**src/spq_pkg.sv**
```systemverilog
// ----------------------------------------------------------------------------
// spq_pkg: shared types and constants of the stable priority task queue
// Entry layout, pointer widths, status codes and circular index helpers.
// ----------------------------------------------------------------------------
package spq_pkg;

  localparam int unsigned QUEUE_DEPTH = 16;
  localparam int unsigned IDX_W       = (QUEUE_DEPTH > 2) ? $clog2(QUEUE_DEPTH) : 1;
  localparam int unsigned CNT_W       = $clog2(QUEUE_DEPTH + 1);

  localparam int unsigned HANDLE_W = 64;
  localparam int unsigned PRIO_W   = 32;
  localparam int unsigned STATUS_W = 2;
  localparam int unsigned OCC_W    = 5;

  localparam int unsigned IN_DATA_W  = 96;  // handle + priority
  localparam int unsigned OUT_DATA_W = 72;  // handle + status + occupancy, byte padded

  localparam logic [STATUS_W-1:0] STATUS_DONE  = 2'd0;
  localparam logic [STATUS_W-1:0] STATUS_EMPTY = 2'd1;
  localparam logic [STATUS_W-1:0] STATUS_FULL  = 2'd2;

  localparam logic CMD_INSERT = 1'b0;
  localparam logic CMD_POP    = 1'b1;

  typedef logic [IDX_W-1:0] idx_t;
  typedef logic [CNT_W-1:0] cnt_t;

  typedef struct packed {
    logic [HANDLE_W-1:0] handle;
    logic [PRIO_W-1:0]   prio;
  } entry_t;

  localparam int unsigned ENTRY_W = $bits(entry_t);

  function automatic idx_t idx_next(idx_t i);
    idx_t r;
    if (i == idx_t'(QUEUE_DEPTH - 1)) r = '0;
    else r = i + idx_t'(1);
    return r;
  endfunction

  function automatic idx_t idx_prev(idx_t i);
    idx_t r;
    if (i == '0) r = idx_t'(QUEUE_DEPTH - 1);
    else r = i - idx_t'(1);
    return r;
  endfunction

  function automatic idx_t idx_add(idx_t i, cnt_t n);
    logic [CNT_W:0] s;
    s = {{(CNT_W + 1 - IDX_W){1'b0}}, i} + {1'b0, n};
    if (s >= (CNT_W + 1)'(QUEUE_DEPTH)) s = s - (CNT_W + 1)'(QUEUE_DEPTH);
    return s[IDX_W-1:0];
  endfunction

endpackage

```
**src/spq_ram.sv**
```systemverilog
// ----------------------------------------------------------------------------
// spq_ram: generic simple dual-port RAM
// One write port, one read port, read data registered.
// ----------------------------------------------------------------------------
module spq_ram #(
  parameter int unsigned Width = 8,
  parameter int unsigned Depth = 16
) (
  input  logic                     clk_i,
  input  logic                     we_i,
  input  logic [$clog2(Depth)-1:0] waddr_i,
  input  logic [Width-1:0]         wdata_i,
  input  logic [$clog2(Depth)-1:0] raddr_i,
  output logic [Width-1:0]         rdata_o
);

  logic [Width-1:0] mem_q [Depth];

  always_ff @(posedge clk_i) begin
    if (we_i) begin
      mem_q[waddr_i] <= wdata_i;
    end
    rdata_o <= mem_q[raddr_i];
  end

endmodule

```
**src/stable_priority_task_queue.sv**
```systemverilog
// Pop: the head entry is read, unlinked, and then the result is sent.
// Insert: the k stored entries with a greater priority are shifted one place,
//   walked from the tail one per cycle through the entry RAM's single read and
//   write port; full insert and empty pop answer without a RAM access.
// One item at a time: a new item is taken only once the last result is registered.
// Reset clears head pointer, count and handshake state; the RAM is not cleared.
// ----------------------------------------------------------------------------
// stable_priority_task_queue: sorted task list with first-in first-out ties
// Circular list in one RAM; insert shifts larger entries toward the tail.
// ----------------------------------------------------------------------------
module stable_priority_task_queue (
  input  logic                           clk_i,
  input  logic                           rst_ni,
  input  logic                           s_axis_tvalid,
  output logic                           s_axis_tready,
  input  logic [spq_pkg::IN_DATA_W-1:0]  s_axis_tdata,   // task_handle, task_priority
  input  logic                           s_axis_tuser,   // command
  output logic                           m_axis_tvalid,
  input  logic                           m_axis_tready,
  output logic [spq_pkg::OUT_DATA_W-1:0] m_axis_tdata    // popped_handle, status, occupancy, pad
);
  import spq_pkg::*;

  typedef enum logic [4:0] {
    ST_IDLE  = 5'b00001,
    ST_POP   = 5'b00010,
    ST_SCAN  = 5'b00100,
    ST_PLACE = 5'b01000,
    ST_RESP  = 5'b10000
  } state_e;

  state_e state_q, state_d;
  idx_t   head_q, head_d;
  cnt_t   count_q, count_d;
  cnt_t   remain_q, remain_d;
  idx_t   pos_q, pos_d;
  entry_t req_q, req_d;
  logic   [HANDLE_W-1:0] res_handle_q, res_handle_d;
  logic   [STATUS_W-1:0] res_status_q, res_status_d;
  logic   out_valid_q, out_valid_d;
  logic   [OUT_DATA_W-1:0] out_data_q, out_data_d;

  logic   ram_we;
  idx_t   ram_waddr, ram_raddr;
  entry_t ram_wdata, ram_rdata;
  logic   in_fire, out_free;
  idx_t   tail, cur;
  entry_t in_entry;

  spq_ram #(
    .Width(ENTRY_W),
    .Depth(QUEUE_DEPTH)
  ) u_ram (
    .clk_i  (clk_i),
    .we_i   (ram_we),
    .waddr_i(ram_waddr),
    .wdata_i(ram_wdata),
    .raddr_i(ram_raddr),
    .rdata_o(ram_rdata)
  );

  assign s_axis_tready = (state_q == ST_IDLE);
  assign in_fire       = s_axis_tvalid && s_axis_tready;
  assign out_free      = !out_valid_q || m_axis_tready;
  assign m_axis_tvalid = out_valid_q;
  assign m_axis_tdata  = out_data_q;

  assign in_entry.handle = s_axis_tdata[HANDLE_W-1:0];
  assign in_entry.prio   = s_axis_tdata[HANDLE_W +: PRIO_W];
  assign tail = idx_add(head_q, count_q);
  assign cur  = idx_prev(pos_q);

  always_comb begin
    state_d      = state_q;
    head_d       = head_q;
    count_d      = count_q;
    remain_d     = remain_q;
    pos_d        = pos_q;
    req_d        = req_q;
    res_handle_d = res_handle_q;
    res_status_d = res_status_q;
    out_valid_d  = out_valid_q && !m_axis_tready;
    out_data_d   = out_data_q;
    ram_we       = 1'b0;
    ram_waddr    = pos_q;
    ram_wdata    = req_q;
    ram_raddr    = head_q;

    unique case (state_q)
      ST_IDLE: begin
        if (in_fire) begin
          req_d        = in_entry;
          res_handle_d = '0;
          res_status_d = STATUS_DONE;
          pos_d        = tail;
          remain_d     = count_q;
          if (s_axis_tuser == CMD_POP) begin
            if (count_q == '0) begin
              res_status_d = STATUS_EMPTY;
              state_d      = ST_RESP;
            end else begin
              state_d = ST_POP;
            end
          end else if (count_q == cnt_t'(QUEUE_DEPTH)) begin
            res_status_d = STATUS_FULL;
            state_d      = ST_RESP;
          end else if (count_q == '0) begin
            state_d = ST_PLACE;
          end else begin
            ram_raddr = idx_prev(tail);
            state_d   = ST_SCAN;
          end
        end
      end
      ST_POP: begin
        res_handle_d = ram_rdata.handle;
        head_d       = idx_next(head_q);
        count_d      = count_q - cnt_t'(1);
        state_d      = ST_RESP;
      end
      ST_SCAN: begin
        ram_we    = 1'b1;
        ram_raddr = idx_prev(cur);
        if (req_q.prio < ram_rdata.prio) begin
          ram_wdata = ram_rdata;
          pos_d     = cur;
          remain_d  = remain_q - cnt_t'(1);
          if (remain_q == cnt_t'(1)) begin
            state_d = ST_PLACE;
          end
        end else begin
          count_d = count_q + cnt_t'(1);
          state_d = ST_RESP;
        end
      end
      ST_PLACE: begin
        ram_we  = 1'b1;
        count_d = count_q + cnt_t'(1);
        state_d = ST_RESP;
      end
      ST_RESP: begin
        if (out_free) begin
          out_valid_d = 1'b1;
          out_data_d  = {1'b0, OCC_W'(count_q), res_status_q, res_handle_q};
          state_d     = ST_IDLE;
        end
      end
      default: state_d = ST_IDLE;
    endcase
  end

  always_ff @(posedge clk_i or negedge rst_ni) begin
    if (!rst_ni) begin
      state_q     <= ST_IDLE;
      head_q      <= '0;
      count_q     <= '0;
      out_valid_q <= 1'b0;
    end else begin
      state_q     <= state_d;
      head_q      <= head_d;
      count_q     <= count_d;
      out_valid_q <= out_valid_d;
    end
  end

  always_ff @(posedge clk_i) begin
    remain_q     <= remain_d;
    pos_q        <= pos_d;
    req_q        <= req_d;
    res_handle_q <= res_handle_d;
    res_status_q <= res_status_d;
    out_data_q   <= out_data_d;
  end

endmodule

```
**config.mk**
```make
export PLATFORM = sky130hd
export DESIGN_NAME = stable_priority_task_queue
export DESIGN_NICKNAME = d
export VERILOG_FILES = /design/src/spq_pkg.sv /design/src/spq_ram.sv /design/src/stable_priority_task_queue.sv
export SDC_FILE = /design/constraint.sdc
export NUM_CORES = 2
export LEC_CHECK = 0
export BUFFER_PORTS_ARGS = -buffer_cell sky130_fd_sc_hd__buf_2
export CAP_MARGIN = 10
export CORE_MARGIN = 1
export CORE_UTILIZATION = 35
export CTS_BUF_LIST = sky130_fd_sc_hd__clkbuf_4 sky130_fd_sc_hd__clkbuf_8
export DETAILED_ROUTE_END_ITERATION = 10
export PLACE_DENSITY = 0.59
export SKIP_CTS_REPAIR_TIMING = 1
export SKIP_LAST_GASP = 1
export SLEW_MARGIN = 20
export SYNTH_ARGS = -nofsm -noshare
export SYNTH_HDL_FRONTEND = slang
export SYNTH_SLANG_ARGS = --single-unit
export TNS_END_PERCENT = 100
```
**constraint.sdc**
```tcl
create_clock -name clk_i -period 26.8 [get_ports clk_i]
set_input_delay 2.68 -clock clk_i [delete_from_list [all_inputs] [get_ports clk_i]]
set_output_delay 2.68 -clock clk_i [all_outputs]
set_load 0.03 [all_outputs]
```
==> impl_results.html <==
<table>
<tr><th>Metric</th><th>Value</th></tr>
<tr><th colspan="2">Timing</th></tr>
<tr><td>Slew at the pin closest to its max-slew limit</td><td>1.21 ns</td></tr>
<tr><td>Hold Worst Slack</td><td>0.398 ns</td></tr>
<tr><td>Final worst path period need</td><td>6.79 ns</td></tr>
<tr><td>Final Slew Violations</td><td>0</td></tr>
<tr><td>Final count of hold timing violations</td><td>0</td></tr>
<tr><td>Setup repair after global routing missed its margin</td><td>false</td></tr>
<tr><td>Worst clock skew</td><td>0.0971 ns</td></tr>
<tr><td>Normalized max-slew margin</td><td>0.191</td></tr>
<tr><td>Endpoints failing setup</td><td>0</td></tr>
<tr><td>Final critical-path share of the clock period</td><td>0.253</td></tr>
<tr><td>Sum Neg Setup Slack</td><td>0 ns</td></tr>
<tr><td>Highest attainable clock frequency</td><td>147 MHz</td></tr>
<tr><th colspan="2">Worst setup path</th></tr>
<tr><td>Critical Path Slowest Stage Cell</td><td>sky130_fd_sc_hd__buf_4</td></tr>
<tr><td>Element type at the critical path start</td><td>input pin</td></tr>
<tr><td>Most common cell type on the critical path</td><td>sky130_fd_sc_hd__buf_4</td></tr>
<tr><td>Endpoint class of the critical path</td><td>register</td></tr>
<tr><td>Critical path cell sequence</td><td>buf_2 -&gt; nor2b_1 -&gt; and4_4 -&gt; nor2_1 -&gt; a221o_4 -&gt; buf_4 -&gt; buf_4 -&gt; buf_4 -&gt; mux2i_1 -&gt; a32o_1 -&gt; nor4_2</td></tr>
<tr><td>CP max FO</td><td>70</td></tr>
<tr><td>Largest delay contributor family on the critical path</td><td>buffers and inverters</td></tr>
<tr><td>Startpoint-to-endpoint class of the critical path</td><td>input pin to register</td></tr>
<tr><td>CP max stage delay</td><td>0.83 ns</td></tr>
<tr><td>Crit path buf inv count</td><td>4</td></tr>
<tr><td>WP data arrival</td><td>7.70 ns</td></tr>
<tr><td>Required time of the critical path</td><td>27.71 ns</td></tr>
<tr><th colspan="2">Clock tree</th></tr>
<tr><td>Clock transition at the register clock pins on the worst setup and hold paths after CTS</td><td>0.06 ns</td></tr>
<tr><td>H-tree levels</td><td>5</td></tr>
<tr><td>Max clock buf depth</td><td>4</td></tr>
<tr><td>Clock Sink Count</td><td>1889</td></tr>
<tr><td>Buffer type at the clock tree root</td><td>sky130_fd_sc_hd__clkbuf_8</td></tr>
<tr><td>TritonCTS buffer count</td><td>319</td></tr>
<tr><td>CTS tree</td><td>done</td></tr>
<tr><td>Clock network latency to the later pin of the worst-skew pair</td><td>1.05 ns</td></tr>
<tr><th colspan="2">Synthesis</th></tr>
<tr><td>Synthesized netlist net count</td><td>5006</td></tr>
<tr><td>Count of state elements after synthesis</td><td>1889</td></tr>
<tr><td>Cell type with the largest total area after synthesis</td><td>sky130_fd_sc_hd__edfxtp_1</td></tr>
<tr><td>Async set-reset flop share out of synthesis</td><td>0.00794</td></tr>
<tr><td>Number of distinct library cells after synthesis</td><td>59</td></tr>
<tr><td>Top cell type's share of synthesized area</td><td>0.737</td></tr>
<tr><td>Avg Inst Size Synth</td><td>14.9 um2</td></tr>
<tr><td>Synth Warn #</td><td>0</td></tr>
<tr><td>Top post-synthesis cells by area</td><td>sky130_fd_sc_hd__edfxtp_1 (74%), sky130_fd_sc_hd__nand2_1 (6.1%), sky130_fd_sc_hd__a21oi_1 (2.8%), sky130_fd_sc_hd__mux2i_1 (2.7%), sky130_fd_sc_hd__a32o_1 (2.7%)</td></tr>
<tr><td>Predominant post-synthesis flop cell</td><td>sky130_fd_sc_hd__edfxtp_1</td></tr>
<tr><td>Proportion of synthesized chip area in sequential cells</td><td>0.769</td></tr>
<tr><td>Mapped Area</td><td>72400 um2</td></tr>
<tr><td>Number of synthesized flops with an enable pin</td><td>1778</td></tr>
<tr><td>Cell count after synthesis</td><td>4854</td></tr>
<tr><th colspan="2">Detailed routing</th></tr>
<tr><td>Vias/cell</td><td>5.19</td></tr>
<tr><td>Number of DRC markers in iteration 0</td><td>4276</td></tr>
<tr><td>First-pass DRT Iterations</td><td>6</td></tr>
<tr><td>Routed Wire Length</td><td>192000 um</td></tr>
<tr><td>Post-route antenna net violation count</td><td>0</td></tr>
<tr><td>Count of vias placed by the detailed router</td><td>41800</td></tr>
<tr><td>Post-detailed-route DRC marker count</td><td>0</td></tr>
<tr><td>Wire per inst</td><td>23.8 um</td></tr>
<tr><th colspan="2">Placement</th></tr>
<tr><td>Half-perimeter wire length of the detailed placement result</td><td>86300 um</td></tr>
<tr><td>Number of port buffers</td><td>173</td></tr>
<tr><td>Final estimated routing congestion in global placement</td><td>0.767</td></tr>
<tr><th colspan="2">Cells and area</th></tr>
<tr><td>Synth-to-Final Area Change</td><td>14.1%</td></tr>
<tr><td>Area of the multi-input gates</td><td>15500 um2</td></tr>
<tr><td>Layout cells sized above 1</td><td>0.174</td></tr>
<tr><td>Reg area</td><td>55700 um2</td></tr>
<tr><td>Number of nets at the end of the flow</td><td>5277</td></tr>
<tr><td>Count of fill cells added during filler insertion</td><td>18700</td></tr>
<tr><th colspan="2">Floorplan</th></tr>
<tr><td>Count of boundary I/O pins</td><td>175</td></tr>
<tr><td>Starting utilization of the core area</td><td>0.353</td></tr>
<tr><td>Total die area</td><td>209000 um2</td></tr>
<tr><td>Row cnt</td><td>166</td></tr>
<tr><td>Die Y</td><td>457 um</td></tr>
<tr><td>Core footprint</td><td>205000 um2</td></tr>
<tr><td>Die width</td><td>457 um</td></tr>
<tr><th colspan="2">Global route</th></tr>
<tr><td>Via count of the first global-routing pass</td><td>41400</td></tr>
<tr><td>GRT Overall Usage</td><td>0.180</td></tr>
<tr><td>Number of antenna violations at the first check in global routing</td><td>11</td></tr>
<tr><td>Wire length of the first global-routing pass</td><td>280000 um</td></tr>
<tr><td>Overflow after GRT</td><td>0</td></tr>
<tr><td>Largest net degree at the start of global routing</td><td>210</td></tr>
<tr><th colspan="2">Pwr</th></tr>
<tr><td>P per Cell Area</td><td>116 nW/um2</td></tr>
<tr><td>Static Leakage</td><td>28.6 nW</td></tr>
<tr><td>Worst vdd ir</td><td>0.136 mV</td></tr>
<tr><th colspan="2">Flow run</th></tr>
<tr><td>Max-cap viol count</td><td>0</td></tr>
<tr><th colspan="2">Status</th></tr>
<tr><td>Outcome</td><td>finished clean</td></tr>
<tr><th colspan="2">Min path</th></tr>
<tr><td>Worst Hold Class</td><td>register to register</td></tr>
</table>
## cell families (layout without fill, tap and decap cells)
group | Yosys count | after routing | share of synthesized area
AO/OA/AOI/OAI | 648 | 648 | 0.0597
buffers and inverters | 333 | 836 | 0.0196
multiplexers | 293 | 293 | 0.0422
flip-flops | 1889 | 1889 | 0.769
XOR/XNOR | 16 | 16 | 0.00193
other | 1 | 5 | 0.0000518
adder cells (fa/ha/maj) | 51 | 51 | 0.00902
AND/OR/NAND/NOR | 1623 | 1623 | 0.0986
## where the power goes
group | leakage [nW] | internal (W) | switching, W | total (W)
registers | 17.1 | 0.00379 | 0.000163 | 0.00395
logic | 8.23 | 0.000910 | 0.00216 | 0.00307
clock network | 3.35 | 0.00142 | 0.00112 | 0.00254
## worst reg2reg max path: stages, from the launching register on
cell and delay [ns]:
sky130_fd_sc_hd__dfrtp_1 0.46, sky130_fd_sc_hd__or4_1 0.68, sky130_fd_sc_hd__and4_4 0.28, sky130_fd_sc_hd__nor2_1 0.48, sky130_fd_sc_hd__a221o_4 0.83, sky130_fd_sc_hd__buf_4 0.82
sky130_fd_sc_hd__buf_4 0.87, sky130_fd_sc_hd__buf_4 0.75, sky130_fd_sc_hd__mux2i_1 0.26, sky130_fd_sc_hd__a32o_1 0.26, sky130_fd_sc_hd__nor4_2 0.27
## final cells by class
cell class                 count  share of cell area
clock inverter                65             0.00476
inverter                      49             0.00229
antenna                        4            0.000121
timing repair buffer         234              0.0188
sequential                  1889               0.674
tap                         2688              0.0407
multi-input combinational   2632               0.188
clock buffer                 488              0.0711
## per-layer routing
layer | vias up | track usage | routed length [um]
met5 | - | 0 | 32
met3 | 333 | 0.0320 | 12000
met4 | 6 | 0.0555 | 4900
met1 | 21300 | 0.240 | 81900
li1 | 18700 | - | -
met2 | 1480 | 0.298 | 93100
## registers in the layout (all words and copies together) (netlist names)
name and cells:
u_ram.mem_q 1536, req_q 96, u_ram.rdata_o 96, m_axis_tdata 71, res_handle_q 64, count_q 5
remain_q 5, state_q 5, head_q 4, pos_q 4, res_status_q 2, m_axis_tvalid 1
## placed cells by master, fill, tap and decap left out, drive strengths merged, types with 20 or more instances in the layout
master / Yosys / final
a21oi: 401 / 401
a32o: 192 / 192
and2: 67 / 67
buf: 133 / 234
clkbuf: 151 / 488
clkinv: 0 / 51
dfxtp: 96 / 96
edfxtp: 1778 / 1778
ha: 49 / 49
inv: 49 / 52
mux2: 97 / 97
mux2i: 196 / 196
nand2: 1183 / 1183
nor2: 30 / 30
nor3: 205 / 205
nor4: 100 / 100
o21ai: 20 / 20
## cell usage after synthesis, types with 25 or more instances
cell type	instances
sky130_fd_sc_hd__edfxtp_1	1778
sky130_fd_sc_hd__nor4_2	41
sky130_fd_sc_hd__nor2_1	30
sky130_fd_sc_hd__nor4_1	59
sky130_fd_sc_hd__dfxtp_1	96
sky130_fd_sc_hd__buf_1	25
sky130_fd_sc_hd__mux2i_1	196
sky130_fd_sc_hd__and2_1	67
sky130_fd_sc_hd__ha_1	49
sky130_fd_sc_hd__a21oi_1	401
sky130_fd_sc_hd__a32o_1	192
sky130_fd_sc_hd__buf_2	101
sky130_fd_sc_hd__nor3_1	204
sky130_fd_sc_hd__inv_1	49
sky130_fd_sc_hd__clkbuf_1	151
sky130_fd_sc_hd__mux2_2	97
sky130_fd_sc_hd__nand2_1	1183
## metrics by stage
| stage | total power (W) | util | cells | setup WS [ns] | instance area [um2] |
|---|---|---|---|---|---|
| after global routing | 0.0101 | 0.403 | 8049 | 19.76 | 82600 |
| final | 0.00956 | 0.403 | 8049 | 20.01 | 82600 |
| after detailed placement | 0.00708 | 0.372 | 7490 | 19.00 | 76300 |
| after global placement | 0.00704 | 0.372 | 7490 | 19.12 | 76300 |
| after floorplan | 0.00607 | - | 4854 | 18.05 | 72400 |
| after CTS | 0.00964 | 0.402 | 8043 | 20.11 | 82600 |
## final timing paths
path,from,to,slack (ns),cells past startpoint
max reg2reg,count_q[1],u_ram.rdata_o[63],20.78,10
max,s_axis_tvalid,u_ram.rdata_o[63],20.01,11
max in group asynchronous,rst_ni,state_q[0],24.87,1
min reg2reg,res_handle_q[54],m_axis_tdata[54],0.40,0
min,res_handle_q[54],m_axis_tdata[54],0.40,0
min in group asynchronous,rst_ni,state_q[4],1.62,1
No activity file was read; power rests on OpenSTA's default activity.
